<file path="src/shp_pkg.sv">
// Shared types and constants of the success-history parameter memory.
// Used by shp_div and the top level; depends on nothing.
package shp_pkg;

    localparam int MEMORY_SLOTS = 5;
    localparam int MAX_SUCCESS  = 1024;
    localparam int SLOT_W       = $clog2(MEMORY_SLOTS);
    localparam int CNT_W        = $clog2(MAX_SUCCESS + 1);
    localparam int ADDR_W       = $clog2(MAX_SUCCESS);
    localparam int ENTRY_W      = 64;  // {improvement, cr, sf}
    localparam int DIV_W        = 44;  // divisor and remainder width
    localparam int Q_W          = 17;  // quotient and shift-in width
    localparam int STEP_W       = 5;
    localparam int NUM_W        = 60;
    localparam int PROD_W       = 49;
    localparam logic [15:0] HALF_ONE = 16'd32768;

    localparam logic [1:0] REQ_RECORD = 2'd0;
    localparam logic [1:0] REQ_UPDATE = 2'd1;
    localparam logic [1:0] REQ_READ   = 2'd2;

    typedef enum logic [4:0] {
        ST_IDLE, ST_DISPATCH, ST_SUM_RD, ST_SUM_ACC, ST_W_RD, ST_W_DIV, ST_W_WAIT,
        ST_MUL1, ST_MUL2, ST_MUL3, ST_MUL4, ST_MUL5,
        ST_MSF_DIV, ST_MSF_WAIT, ST_MCR_DIV, ST_MCR_WAIT, ST_COMMIT, ST_EMIT
    } state_t;

    // Request to the shared divider.
    typedef struct packed {
        logic              start;
        logic [DIV_W-1:0]  rem_init;
        logic [Q_W-1:0]    low_bits;
        logic [DIV_W-1:0]  divisor;
        logic [STEP_W-1:0] steps;
    } div_req_t;

    typedef struct packed {
        logic           done;
        logic [Q_W-1:0] quotient;
    } div_rsp_t;

endpackage

</file>
<file path="src/shp_div.sv">
// Restoring divider, one quotient bit per cycle, shared by weight and mean steps.
// Depends on shp_pkg for widths and the request/response structs.
module shp_div
    import shp_pkg::*;
(
    input  logic     aclk,
    input  logic     aresetn,
    input  div_req_t req,
    output div_rsp_t rsp
);

    logic [DIV_W-1:0]  rem_reg, rem_next;
    logic [Q_W-1:0]    low_reg, low_next;
    logic [DIV_W-1:0]  dvs_reg, dvs_next;
    logic [Q_W-1:0]    q_reg, q_next;
    logic [STEP_W-1:0] cnt_reg, cnt_next;
    logic              busy_reg, busy_next;
    logic              done_reg, done_next;
    logic [DIV_W:0]    trial;
    logic [DIV_W:0]    diff;

    // One restoring step per cycle
    always_comb begin
        trial     = {rem_reg, low_reg[Q_W-1]};
        diff      = trial - {1'b0, dvs_reg};
        rem_next  = rem_reg;
        low_next  = low_reg;
        dvs_next  = dvs_reg;
        q_next    = q_reg;
        cnt_next  = cnt_reg;
        busy_next = busy_reg;
        done_next = 1'b0;
        if (req.start) begin
            rem_next  = req.rem_init;
            low_next  = req.low_bits;
            dvs_next  = req.divisor;
            q_next    = '0;
            cnt_next  = req.steps;
            busy_next = 1'b1;
        end else if (busy_reg) begin
            low_next = {low_reg[Q_W-2:0], 1'b0};
            if (!diff[DIV_W]) begin
                rem_next = diff[DIV_W-1:0];
                q_next   = {q_reg[Q_W-2:0], 1'b1};
            end else begin
                rem_next = trial[DIV_W-1:0];
                q_next   = {q_reg[Q_W-2:0], 1'b0};
            end
            cnt_next = cnt_reg - 1'b1;
            if (cnt_reg == STEP_W'(1)) begin
                busy_next = 1'b0;
                done_next = 1'b1;
            end
        end
    end

    always_ff @(posedge aclk) begin
        if (!aresetn) begin
            busy_reg <= 1'b0;
            done_reg <= 1'b0;
            cnt_reg  <= '0;
        end else begin
            busy_reg <= busy_next;
            done_reg <= done_next;
            cnt_reg  <= cnt_next;
        end
        rem_reg <= rem_next;
        low_reg <= low_next;
        dvs_reg <= dvs_next;
        q_reg   <= q_next;
    end

    assign rsp.done     = done_reg;
    assign rsp.quotient = q_reg;

endmodule

</file>
<file path="config.mk">
export PLATFORM = sky130hd
export DESIGN_NAME = shp_div
export DESIGN_NICKNAME = d
export VERILOG_FILES = /design/src/shp_pkg.sv /design/src/shp_div.sv
export SDC_FILE = /design/constraint.sdc
export NUM_CORES = 1
export LEC_CHECK = 0
export BUFFER_PORTS_ARGS = -buffer_cell sky130_fd_sc_hd__buf_4
export CAP_MARGIN = 15
export CELL_PAD_IN_SITES_DETAIL_PLACEMENT = 1
export CELL_PAD_IN_SITES_GLOBAL_PLACEMENT = 2
export CORE_ASPECT_RATIO = 0.5
export CORE_MARGIN = 2
export CORE_UTILIZATION = 36
export DETAILED_ROUTE_END_ITERATION = 16
export GPL_ROUTABILITY_DRIVEN = 0
export HOLD_SLACK_MARGIN = 0.02
export PLACE_DENSITY = 0.78
export SLEW_MARGIN = 30
export SYNTH_ARGS = -nofsm -noshare
export SYNTH_HDL_FRONTEND = slang
export SYNTH_SLANG_ARGS = --single-unit
</file>
<file path="constraint.sdc">
create_clock -name aclk -period 3.9 [get_ports aclk]
set_clock_uncertainty 0.2 [all_clocks]
set_input_delay 0.78 -clock aclk [delete_from_list [all_inputs] [get_ports aclk]]
set_output_delay 0.78 -clock aclk [all_outputs]
set_load 0.03 [all_outputs]
</file>
==> impl_metrics.py <==
metrics = {
    "detailed_routing": {
        "met2_wirelength_um": 9363,
        "finalWirelength_um": 21980,
        "drtIter0Drc": 300,
        "wl_met1_um": 11250,
        "met3_length_um": 1110,
        "vias_per_cell": 5.195,
        "vias": 6623,
        "drcViolationCount": 0,
        "drt_pre_antenna_iters": 5,
        "detail-route-antenna-nets": 0,
        "top_layer": "met4",
        "wl_per_cell_um": 17.24,
    },
    "pwr": {
        "peakVddDrop_v": 0.0002830,
        "p_leak_nw": 4.268,
        "p_total_w": 0.006766,
        "power.density_nw_per_um2": 679.4,
    },
    "global_routing": {
        "grt_pass1_vias": 6829,
        "grtUsageTotal_pct": 19.64,
        "grt_max_degree": 71,
        "grt_pass1_wl_um": 35650,
        "antenna_found_initial": 0,
        "grt_overflow": 0,
    },
    "synthesis": {
        "syn_avg_cell_area_um2": 9.635,
        "ys_seq_elements": 129,
        "synth.area.top_cells": "edfxtp_1, ha_1, dfxtp_1, a21oi_1, nand2_1",
        "synth_area_um2": 7978,
        "synthCells": 828,
        "synthFlopType": "edfxtp_1",
        "async_reset_ff_share_pct": 0,
        "synth_edf_count": 105,
        "synth_top_area_cell": "edfxtp_1",
        "synth_warnings": 0,
        "ys_types": 64,
        "synth_nets": 988,
        "synth-seq-area-share_pct": 45.55,
        "yosys.area.top_type_share_pct": 39.52,
    },
    "sta": {
        "fin_crit_sh_pct": 95.83,
        "drv_slew": 0,
        "relSlewSlack_pct": 38.99,
        "tightest_slew_ns": 0.9096,
        "period_needed_ns": 3.737,
        "rsz0062_at_grt": "no",
        "finalHoldViolCount": 0,
        "setup_viol": 0,
        "fin_setup_tns_ns": 0,
        "fmax_ghz": 0.2676,
    },
    "floorplanning": {
        "row_count": 38,
        "die_w_um": 214.5,
        "die_h_um": 109.3,
        "start_util_pct": 36.72,
        "dieArea_um2": 23440,
        "ios": 131,
        "fp.coreArea_um2": 21730,
    },
    "cts": {
        "clock_latency_ns": 0.44,
        "cts.sinks": 129,
        "cts_buffers": 17,
        "cts.path.max_buffers": 2,
        "clockRootBuffer": "clkbuf_16",
        "clkTransAtPathRegs_ns": 0.07,
        "cts_tree": "done",
        "cts-htree-levels": 4,
    },
    "worst_setup_path": {
        "critPathMaxFanout": 4,
        "worstSetupEndpointType": "flop",
        "cp.arrival_ns": 3.73,
        "startpoint_type": "flop",
        "required_ns": 3.89,
        "crit_type": "flop to flop",
    },
    "cells_and_area": {
        "num_antenna_cells": 0,
        "multiInputGateArea_um2": 3993,
        "area_growth_pct": 24.84,
        "mostFrequentLayoutCells": "buf_4, edfxtp_1, nand2_1",
        "final-seq-area_um2": 3633,
        "finalNetCount": 1122,
        "drive_gt1_share_pct": 22.56,
        "final_common_cell": "buf_4",
        "fillers": 2475,
    },
    "status": {
        "outcome": "complete, no violations",
    },
    "place": {
        "dp_hpwl_um": 16280,
        "port_buffers": 130,
    },
    "job": {
        "cap_violations": 0,
    },
    "min_path": {
        "hold_path.class": "input port to flop",
    },
}
[power by group]
| group | internal [W] | leakage [nW] | switching, W |
|---|---|---|---|
| sequential | 0.00182 | 1.25 | 0.000140 |
| clock | 0.000867 | 0.282 | 0.000658 |
| combinational | 0.00139 | 2.74 | 0.00189 |
| total | 0.00408 | 4.27 | 0.00269 |
[cell usage after synthesis (3+ instances only)]
library cell,count
a211o_1,4
a211oi_1,8
a21o_1,13
a21oi_1,78
a221o_1,3
a221oi_2,3
a31oi_1,11
and2_1,12
and3_1,12
buf_1,6
buf_2,9
clkbuf_1,20
dfxtp_1,24
edfxtp_1,105
ha_1,46
inv_1,56
mux2_2,17
mux2i_1,28
nand2_1,92
nand2b_1,4
nand3_1,22
nand4_1,10
nor2_1,57
nor2b_1,5
nor3_1,13
o211a_1,3
o211ai_1,4
o21a_1,7
o21ai_0,64
o21bai_1,9
or2_2,4
or3_1,4
or4_1,3
xnor2_1,21
xor2_1,15
[through the flow]
stage | setup slack (ns) | hold slack (ns) | std cells | utilization [%] | instance area, µm²
4_1_cts | 0.01455 | 0.2861 | 1271 | 45.49 | 9884
3_3_place_gp | 0.1532 | 0.2809 | 1239 | 42.93 | 9328
6_report | 0.1627 | 0.3100 | 1275 | 45.84 | 9960
5_1_grt | 0.003775 | 0.2802 | 1275 | 45.84 | 9960
2_1_floorplan | 0.4558 | 0.3242 | 828 | - | 7978
3_5_place_dp | 0.03956 | 0.2927 | 1239 | 42.93 | 9328
[worst max-delay path, cell delays in order, from the launching register on]
cell	delay [ns]
edfxtp_1	0.38
inv_1	0.07
ha_1	0.16
inv_1	0.05
fa_1	0.41
a21o_1	0.22
a221oi_4	0.34
or4b_2	0.27
a211oi_2	0.10
o21bai_1	0.36
a21oi_2	0.18
o32ai_1	0.40
nor4_1	0.09
a211o_1	0.24
[cell type report]
cell class | count | share of cell area [%]
clock buffers | 20 | 4.623
repair buffers | 153 | 11.96
well taps | 300 | 3.769
flip-flops and latches | 129 | 36.48
multi-input cells | 605 | 40.09
clock inverters | 12 | 0.9673
inverters | 56 | 2.111
[worst paths after layout]
| check | start | end | slack, ns | cells after the start |
|---|---|---|---|---|
| hold / removal | req[36] | dvs_reg[31] | 0.31 | 1 |
| setup / recovery | low_reg[16] | rem_reg[42] | 0.16 | 13 |
| setup reg to reg | low_reg[16] | rem_reg[42] | 0.16 | 13 |
| hold reg to reg | q_reg[16] | q_reg[16] | 0.31 | 2 |
[what timing repair did]
item,4_1_cts,5_1_grt
buffers inserted,0,3
gates resized for setup,0,6
hold buffers,0,0
endpoints found under the setup margin,0,41
[routing by layer]
layer,track usage [%],vias to the layer above
met1,26.95,3225
li1,-,3286
met4,6.349,0
met2,29.29,93
met3,6.416,19
met5,0,-
[kinds of logic after synthesis]
logic type / count (synthesis) / synth area share, %
multiplexers: 45 / 5.913
adder cells (fa/ha/maj): 47 / 7.465
XOR/XNOR: 36 / 3.952
AO/OA/AOI/OAI: 229 / 17.72
buffers and inverters: 94 / 4.752
flip-flops: 129 / 45.55
AND/OR/NAND/NOR: 248 / 14.65
No activity file was read; power rests on OpenSTA's default activity.
