### src/shp_ram.sv
// Generic single-write, single-read RAM with registered read data.
// Standalone; no package needed.
module shp_ram #(
    parameter int WIDTH = 8,
    parameter int DEPTH = 16
) (
    input  logic                     aclk,
    input  logic                     we,
    input  logic [$clog2(DEPTH)-1:0] waddr,
    input  logic [WIDTH-1:0]         wdata,
    input  logic [$clog2(DEPTH)-1:0] raddr,
    output logic [WIDTH-1:0]         rdata
);

    logic [WIDTH-1:0] mem [DEPTH];

    // Write and registered read
    always_ff @(posedge aclk) begin
        if (we) begin
            mem[waddr] <= wdata;
        end
        rdata <= mem[raddr];
    end

endmodule

### config.mk
export PLATFORM = sky130hd
export DESIGN_NAME = shp_ram
export DESIGN_NICKNAME = d
export VERILOG_FILES = /design/src/shp_ram.sv
export SDC_FILE = /design/constraint.sdc
export NUM_CORES = 1
export LEC_CHECK = 0
export BUFFER_PORTS_ARGS = -buffer_cell sky130_fd_sc_hd__buf_4
export CAP_MARGIN = 15
export CELL_PAD_IN_SITES_DETAIL_PLACEMENT = 1
export CELL_PAD_IN_SITES_GLOBAL_PLACEMENT = 1
export CORE_ASPECT_RATIO = 1.1
export CORE_MARGIN = 2
export CORE_UTILIZATION = 51
export DETAILED_ROUTE_END_ITERATION = 6
export GPL_TIMING_DRIVEN = 0
export HOLD_SLACK_MARGIN = 0.03
export PLACE_DENSITY_LB_ADDON = 0.1
export SKIP_CTS_REPAIR_TIMING = 1
export SYNTH_ARGS = -nofsm -noshare
export SYNTH_HDL_FRONTEND = slang
export SYNTH_SLANG_ARGS = --single-unit
### constraint.sdc
create_clock -name aclk -period 2.5 [get_ports aclk]
set_input_delay 0.625 -clock aclk [delete_from_list [all_inputs] [get_ports aclk]]
set_output_delay 0.625 -clock aclk [all_outputs]
set_load 0.02 [all_outputs]
==> results of run 1 <==
## power breakdown
group / switching, mW / leakage, nW / internal [mW]
clock network: 0.874 / 0.273 / 1.50
logic: 0.153 / 0.543 / 0.117
registers: 0.0135 / 1.22 / 2.55
total: 1.04 / 2.04 / 4.17
## cell usage after synthesis
cell type,number,area share
buf_4,1,0.0015
nand2b_1,2,0.0024
nor3_1,4,0.0039
and2b_1,1,0.0015
nor2b_1,1,0.0012
clkdlybuf4s25_2,3,0.0058
mux4_1,14,0.071
dfxtp_1,8,0.031
nor2_1,13,0.0095
nand2_1,9,0.0066
or3b_2,1,0.0017
a22oi_1,16,0.023
and2_1,1,0.0012
buf_6,3,0.0066
mux4_2,18,0.079
edfxtp_1,128,0.75
buf_2,3,0.0029
nand3b_1,2,0.0029
nand3_1,1,0.00097
## through the flow
stage / util / setup TNS, ns / power (mW)
after floorplan: - / 0 / 2.76
after global placement: 0.557 / -3.14 / 2.88
after detailed placement: 0.559 / -0.0598 / 2.89
after CTS: 0.617 / 0 / 5.25
after global routing: 0.617 / 0 / 5.36
final: 0.617 / 0 / 5.21
## registers in the layout, summed over array words and instances, names as in the netlist
signal	cells
rdata	8
mem	128
## area by class of cell
cell class              instances  area [um2]
multi-input cells              83        1070
repair buffers                 25         188
well taps                     120         150
flip-flops and latches        136        4000
clock inverters                14         158
fillers                       821        3770
clock buffers                  17         414
plain buffers                  10        86.3
## critical path, stage by stage
cell and delay (ns):
buf_4 0.12, or3b_2 0.53, nor2_1 0.81
## worst max path at each step
stage              from   endpoint  cells after the start
2_1_floorplan  waddr[2]  mem[0][0]                      2
3_3_place_gp   waddr[2]  mem[0][1]                      3
3_5_place_dp   waddr[2]  mem[3][1]                      3
4_1_cts        waddr[2]  mem[3][4]                      3
5_1_grt        waddr[2]  mem[1][0]                      3
6_report       waddr[2]  mem[3][2]                      3
## layer usage
metal / share of wire / vias up / track usage
met2: 0.52 / 64 / 0.354
li1: - / 1064 / -
met3: 0.038 / 13 / 0.0591
met1: 0.43 / 1252 / 0.278
met5: 0 / - / 0
met4: 0.011 / 0 / 0.0528
## cells by family (layout without fill, tap and decap cells)
kind of cell,count (synthesis),count (layout)
and+or+nand+nor,35,35
AOI/OAI and AO/OA,16,16
DFF,136,136
muxes,32,32
buffers and inverters,10,66
==> key figures, run 1 <==
Clock tree
  – # clock sinks: between 100 and 150
  – Longest Clk Path Bufs: 2
  – Clk slew on worst S/H paths: ~0.060 ns
  – H-tree depth: 4
  – CTS root buffer: clkbuf_8
  – Worst-Skew Late Latency: around 0.5 ns
  – CTS tree: yes
  – Number of CTS-inserted buffers: 17

Floorplanning
  – Die area: 0.0109 mm2
  – Die width: between 90 and 100 um
  – Cell Rows: 38
  – CORE AREA: 0.00984 mm2
  – Ports: 26
  – Initial Util: 0.523
  – Die Height: ~110 um

Power
  – P per Cell Area: 858 mW/mm2
  – Leak pwr: 2.04 nW
  – Worst vdd ir: 0.000462 V

Worst setup path
  – R2R Path Start: mem[9][4]
  – R2r setup slk: 1.08 ns
  – Critical Path Start Type: primary input
  – RR Endpoint: rdata[4]
  – Crit path capture type: flop
  – Arr. time, crit path: 2.09 ns
  – Largest fanout on the critical path: 8
  – Req. time, crit path: 2.63 ns
  – CP Class: in -> reg
  – Worst r2r path cells: 3

Logic synthesis
  – Largest family of logic cells by synthesized area: multiplexers
  – Mean post-synth cell area: roughly 22 um2
  – Sequential area share after synthesis: 0.778
  – Mux share of post-synthesis cell area: 0.150
  – Synthesized-area fraction occupied by adder cells: 0
  – Post-synthesis simple-gate area fraction: 0.0318
  – Syn_nets: between 200 and 250
  – Yosys warns: 0
  – Synthesis-stage register bit count: 136
  – Mapped Cells: 229
  – XOR/XNOR share of the synthesized area: 0
  – Post-synth cell types: 19
  – Cell Area, Synth: roughly 0.005 mm2
  – Synth Area in Compound Gates: 0.0233

Placement
  – Dpl cells: 374
  – Placed inst area: 0.00550 mm2
  – DP Worst Slack: -0.00820 ns
  – Final HPWL DP: 6.65 mm
  – Port bufs: 24
  – GPL Wtd Cong: 0.714

STA
  – Max Transition Viols Final: 0
  – Fmax: 511 MHz
  – Skew final: 0.00434 ns
  – Final setup viols: 0
  – Final period utilization: 0.783
  – Actual slew at the worst max-slew pin: 1.04 ns
  – RSZ-0062 raised after global routing: no
  – Worst relative slew slack: 0.302
  – Worst setup margin: roughly 0.54 ns
  – Final min period: 1.96 ns
  – Hold_ws: 0.429 ns
  – Final Hold Violating Endpoints: 0

Cells and area
  – Most common cell after layout, fill and taps aside: edfxtp_1
  – Antenna diodes: 0
  – Layout Area Growth over Synthesis: 18.0%
  – Share of cells above drive strength 1: 0.305
  – Fin cells: 405
  – # nets final: 291
  – Final non-filler cell area: just over 0.006 mm2
  – Most frequent cells in the layout: edfxtp_1, buf_4, mux4_2

Route
  – Wire length per cell: roughly 25 um
  – Post-route ant nets: 0
  – Vias: between 2,000 and 2,500
  – DRT Pass-1 Iters: 4
  – DRT iter0 DRCs: 198
  – WL final: roughly 10 mm
  – Vias/cell: 5.91
  – DRC: 0

Global route
  – Grt total ovfl: 0
  – GRT Total Usage: 0.211
  – First-pass GRT wire length: 15.6 mm
  – Maximum number of pins on one net before global-route repair: 17
  – Vias in the first global route: 2,537
  – Initial antenna violation count: 0

Worst hold path
  – Hold Path Class: in -> reg
  – Startpoint of the worst hold path: wdata[7]
  – WHS Path Cells: 1
  – Hold Crit Endpoint: mem[1][7]

Job
  – MaxCap Viol Count: 0

Run status
  – Status: complete, no violations
(Power assumes the default switching activity.)
==> run 2, diff against run 1 <==
clock period = 1.9 ns   (was 2.5 ns; I/O delays follow)
==> run 2 against run 1 <==
Non-clock buffer count grew 1; critical path depth is the same; via count grew 1.9%; register-to-register slack lost 0.64 ns; clock power grew 24%; sequential power grew 32%; die area is the same; clock skew grew 0.0061 ns; highest routed layer unchanged.
==> key figures, run 2 (same netlist as run 1, synthesis figures left out) <==
Power
  – Leak pwr: 2.03 nW (-0.37%)
  – P per Cell Area: 1110 mW/mm2 (+29%)
  – Worst vdd ir: 0.000692 V (+50%)

Run status
  – Status: complete, no violations

Clock tree
  – Longest Clk Path Bufs: 2 (unchanged)
  – Clk slew on worst S/H paths: 0.05 ns (about the same)
  – # clock sinks: 136 (unchanged)
  – CTS tree: yes
  – CTS root buffer: clkbuf_8
  – Number of CTS-inserted buffers: 17 (unchanged)
  – H-tree depth: 4 (unchanged)
  – Worst-Skew Late Latency: 0.52 ns (about the same)

Cells and area
  – Filler cell count: 823 (+0.24%)
  – Most common cell after layout, fill and taps aside: edfxtp_1
  – # nets final: 292 (+0.34%)
  – Fin cells: 407 (+0.49%)
  – Max FFs per register: 128 (unchanged)
  – Antenna diodes: 0 (unchanged)
  – Final non-filler cell area: 0.00603 mm2 (-0.68%)
  – Layout Area Growth over Synthesis: 17.2%
  – Largest Register: mem
  – Most frequent cells in the layout: edfxtp_1, buf_4, mux4_2
  – Regs by FF count: mem (128), rdata (8)
  – Share of cells above drive strength 1: 0.282 (-0.0230)

STA
  – Setup_tns: 0 ns (unchanged)
  – RSZ-0062 raised after global routing: no
  – Final Hold Violating Endpoints: 0 (unchanged)
  – Actual slew at the worst max-slew pin: 1.00 ns (-0.0401 ns)
  – Fmax: 564 MHz
  – Final setup viols: 0 (unchanged)
  – Worst relative slew slack: 0.329 (+0.0268)
  – Final min period: 1.77 ns
  – Final period utilization: 0.933
  – Hold_ws: 0.267 ns (-0.162 ns)
  – Worst setup margin: 0.127 ns (-0.416 ns)
  – Max Transition Viols Final: 0 (unchanged)
  – Skew final: 0.0104 ns (+0.00605 ns)

Worst setup path
  – Req. time, crit path: 2.03 ns (-0.60 ns)
  – CP Class: in -> reg
  – CP max-delay cell: nor2_1
  – Critical Path Start Type: primary input
  – Crit path capture type: flop
  – Largest fanout on the critical path: 8 (unchanged)
  – CP cell instances: buf_4, or3b_2, nor2_1
  – Arr. time, crit path: 1.91 ns (-0.18 ns)
  – Max stage delay on crit path: 0.78 ns (-0.03 ns)

Global route
  – Initial antenna violation count: 0 (unchanged)
  – GRT Total Usage: 0.210 (-0.00123)
  – First-pass GRT wire length: 15.4 mm (-1.4%)
  – Maximum number of pins on one net before global-route repair: 17 (unchanged)
  – Grt total ovfl: 0 (unchanged)
  – Vias in the first global route: 2,524 (-0.51%)

Route
  – DRT Pass-1 Iters: 4 (unchanged)
  – WL final: 10.3 mm (+0.41%)
  – Vias: 2,438 (+1.9%)
  – Post-route ant nets: 0 (unchanged)
  – Vias/cell: 5.99 (+1.4%)
  – DRT iter0 DRCs: 208 (+5.1%)
  – Wire length per cell: 25.3 um (about the same)
  – DRC: 0 (unchanged)

Placement
  – Port bufs: 24 (unchanged)
  – Placed inst area: 0.00550 mm2 (about the same)
  – Final HPWL DP: 6.44 mm (-3.1%)
  – GPL Wtd Cong: 0.709 (-0.78%)
  – DP Worst Slack: -0.402 ns (-0.394 ns)
  – Dpl cells: 374 (unchanged)

Floorplanning
  – Die area: 0.0109 mm2 (unchanged)
  – Cell Rows: 38 (unchanged)
  – Ports: 26 (unchanged)
  – Die Height: 109 um (unchanged)
  – Initial Util: 0.523 (unchanged)
  – CORE AREA: 0.00984 mm2 (unchanged)
  – Die width: 99.8 um (unchanged)

Job
  – MaxCap Viol Count: 0 (unchanged)

Worst hold path
  – Hold Path Class: in -> reg
==> run 2: cell count changes in the layout (fill, tap and decap cells not counted), sizes merged <==
cell / delta
buf: +1
bufinv: -2
clkbuf: +11
clkinv: -3
clkinvlp: -4
inv: -1
==> run 2: path summary, 6_finish.rpt <==
path / from / to / slack, ns / depth (start not counted)
min reg2reg: mem[8][1] / rdata[1] / 0.68 / 3
max reg2reg: mem[10][4] / rdata[4] / 0.44 / 3
min: wdata[5] / mem[6][5] / 0.27 / 1
max: waddr[2] / mem[2][5] / 0.13 / 3
==> run 2: final cells by class <==
cell class / instances / area (um2) / area share
plain buffers: 10 / 86.3 / 0.0143
clock buffers: 28 / 485 / 0.0805
multi-input cells: 83 / 1070 / 0.177
clock inverters: 4 / 45.0 / 0.00747
well taps: 120 / 150 / 0.0249
repair buffers: 26 / 193 / 0.0320
flip-flops and latches: 136 / 4000 / 0.664
==> run 2: metrics by stage <==
stage               total power, mW  utilization
floorplan                      3.63            -
global placement               3.78        0.557
detailed placement             3.80        0.558
CTS                            6.72        0.612
global route                   6.88        0.613
finish                         6.67        0.613
==> run 2: per-layer routing <==
metal  up-vias  GRT usage  share of wire
li1       1069          -              -
met1      1281      0.278           0.41
met4         0     0.0851          0.012
met2        79      0.333           0.52
met5         -          0              0
met3         9     0.0598          0.059
==> run 2: worst max-delay path, delay by kind of cell <==
kind	cells	cell delay, ns
simple gates	2	1.30
buf+inv	1	0.12
==> run 2: power by group <==
| part | switching, mW | internal (mW) | leakage [nW] |
|---|---|---|---|
| clock | 1.10 | 1.83 | 0.261 |
| combinational | 0.205 | 0.155 | 0.548 |
| sequential | 0.0175 | 3.36 | 1.22 |
| total | 1.33 | 5.34 | 2.03 |
==> run 3, diff against run 2 <==
REMOVE_ABC_BUFFERS = 1   (was unset)
==> run 3 against run 2 <==
Worst setup slack better by 0.017 ns; die area did not move; critical path type unchanged; sequential power about the same; clock skew fell by 0.0073 ns; non-clock buffer count is 9 lower; total power barely moved; highest routed layer unchanged; fmax increased by 0.99%; clock power barely moved.
==> key figures, run 3 (same netlist as run 1, synthesis figures left out) <==
Route
  – Vias/cell: 5.91 (-1.3%)
  – DRT iter0 DRCs: 153 (-26%)
  – DRT Pass-1 Iters: 4 (unchanged)
  – Vias: 2,347 (-3.7%)
  – Wire length per cell: 25.2 um (-0.42%)
  – DRC: 0 (unchanged)
  – WL final: 10.0 mm (-2.9%)
  – Post-route ant nets: 0 (unchanged)

STA
  – Fmax: 570 MHz (+0.99%)
  – Final min period: 1.76 ns (-0.0174 ns)
  – Setup_tns: 0 ns (unchanged)
  – Final setup viols: 0 (unchanged)
  – Final period utilization: 0.924 (-0.00913)
  – Max Transition Viols Final: 0 (unchanged)
  – Hold_ws: 0.273 ns (+0.00562 ns)
  – Final Hold Violating Endpoints: 0 (unchanged)
  – Skew final: 0.00314 ns (-0.00725 ns)
  – Actual slew at the worst max-slew pin: 0.999 ns (-0.00379 ns)
  – RSZ-0062 raised after global routing: no
  – Worst relative slew slack: 0.331 (+0.00254)

Power
  – P_int: 5.31 mW (-0.62%)
  – P per Cell Area: 1120 mW/mm2 (+1.1%)
  – Leak pwr: 1.99 nW (-1.9%)
  – Clock power share: 0.443 (+0.003)
  – Worst vdd ir: 0.000673 V (-2.7%)
  – Reg power frac: 0.506 (about the same)
  – Net Sw Frac: 0.203 (+0.00465)
  – Net Sw Power: 1.36 mW (+2.3%)
  – Final Power: 6.67 mW (about the same)
  – Gate power share: 0.051 (-0.003)

Global route
  – Vias in the first global route: 2,551 (+1.1%)
  – Initial antenna violation count: 0 (unchanged)
  – Maximum number of pins on one net before global-route repair: 33 (+16)
  – GRT Total Usage: 0.207 (-0.00238)
  – Grt total ovfl: 0 (unchanged)
  – First-pass GRT wire length: 15.6 mm (+1.1%)

Clock tree
  – Number of CTS-inserted buffers: 17 (unchanged)
  – CTS tree: yes
  – Clk slew on worst S/H paths: 0.06 ns (about the same)
  – H-tree depth: 4 (unchanged)
  – CTS root buffer: clkbuf_8
  – Longest Clk Path Bufs: 2 (unchanged)
  – Worst-Skew Late Latency: 0.52 ns (about the same)
  – # clock sinks: 136 (unchanged)

Worst setup path
  – R2r setup slk: 0.47 ns (+0.03 ns)
  – Largest fanout on the critical path: 5 (-3)
  – Crit path top cell by count: buf_4
  – Buf+Inv Stages, Crit Path: 2 (+1)
  – CP Class: in -> reg
  – Req. time, crit path: 2.13 ns (+0.10 ns)
  – CP top delay family: simple AND/OR/NAND/NOR gates
  – RR Endpoint: rdata[2]
  – CP cell instances: buf_4, or3b_2, nor3_1, buf_4
  – Max stage delay on crit path: 0.60 ns (-0.18 ns)
  – Critical Path Start Type: primary input
  – CP max-delay cell: nor3_1
  – Arr. time, crit path: 1.99 ns (+0.08 ns)
  – Crit path capture type: flop
  – R2R Path Start: mem[2][2]
  – Worst r2r path cells: 3 (unchanged)

Cells and area
  – Share of cells above drive strength 1: 0.278 (-0.00425)
  – # nets final: 283 (-3.1%)
  – Max FFs per register: 128 (unchanged)
  – Most common cell after layout, fill and taps aside: edfxtp_1
  – Largest Register: mem
  – Final non-filler cell area: 0.00596 mm2 (-1.1%)
  – Most frequent cells in the layout: edfxtp_1, buf_4, mux4_2
  – Regs by FF count: mem (128), rdata (8)
  – Layout Area Growth over Synthesis: 15.8%
  – Antenna diodes: 0 (unchanged)

Worst hold path
  – Hold Path Class: in -> reg
  – Startpoint of the worst hold path: wdata[1]
  – Hold Crit Endpoint: mem[7][1]
  – WHS Path Cells: 1 (unchanged)

Floorplanning
  – Die Height: 109 um (unchanged)
  – Cell Rows: 38 (unchanged)
  – Die width: 99.8 um (unchanged)
  – Die area: 0.0109 mm2 (unchanged)
  – Ports: 26 (unchanged)
  – Initial Util: 0.523 (unchanged)
  – CORE AREA: 0.00984 mm2 (unchanged)

Placement
  – Port bufs: 25 (+4.2%)
  – Final HPWL DP: 6.10 mm (-5.2%)
  – Placed inst area: 0.00542 mm2 (-1.3%)
  – GPL Wtd Cong: 0.694 (-2.0%)

Job
  – MaxCap Viol Count: 0 (unchanged)

Run status
  – Status: complete, no violations
[run 3: cell count changes in the layout (fill, tap and decap cells not counted), sizes merged]
cell           change
clkdlybuf4s25      -3
clkinv             +3
clkinvlp           +2
clkbuf             -6
buf                -6
[run 3: per-stage QoR]
stage / std cells / utilization / setup slack [ns]
global placement: 364 / 0.549 / -0.708
finish: 397 / 0.606 / 0.145
global route: 397 / 0.606 / 0.0816
detailed placement: 366 / 0.551 / -0.417
CTS: 397 / 0.606 / 0.130
floorplan: 219 / - / -0.0679
[run 3: worst register-to-register path: stages (launching register included)]
cell and delay, ns:
edfxtp_1 0.36, mux4_1 0.51, a22oi_1 0.34, nand2_1 0.11
[run 3: power groups by stage]
stage	Sequential, mW	Combinational (mW)	Clock [mW]
after global routing	3.38	0.369	3.14
final	3.37	0.339	2.96
after CTS	3.37	0.346	3.02
after floorplan	3.46	0.134	0
after global placement	3.43	0.333	0
after detailed placement	3.43	0.343	0
[run 3: cell type report]
cell class	instances	area, um2
Timing Repair Buffer	27	203
Fill cell	825	3880
Clock inverter	9	75.1
Sequential cell	136	4000
Multi-Input combinational cell	83	1070
Tap cell	120	150
Clock buffer	22	463
[run 3: how the worst max path moves through the flow]
stage,start,endpoint,cells past startpoint
CTS,waddr[2],mem[0][2],4
global route,waddr[2],mem[0][7],4
finish,waddr[2],mem[0][2],4
floorplan,waddr[2],mem[0][0],2
global placement,waddr[2],mem[0][2],3
detailed placement,waddr[2],mem[0][2],4
[run 3: layer usage]
metal,vias to the layer above,routed length (um),GRT usage
met1,1212,4480,0.277
met4,0,138,0.0920
met2,82,4870,0.331
met5,-,0,0
met3,11,527,0.0490
li1,1042,-,-
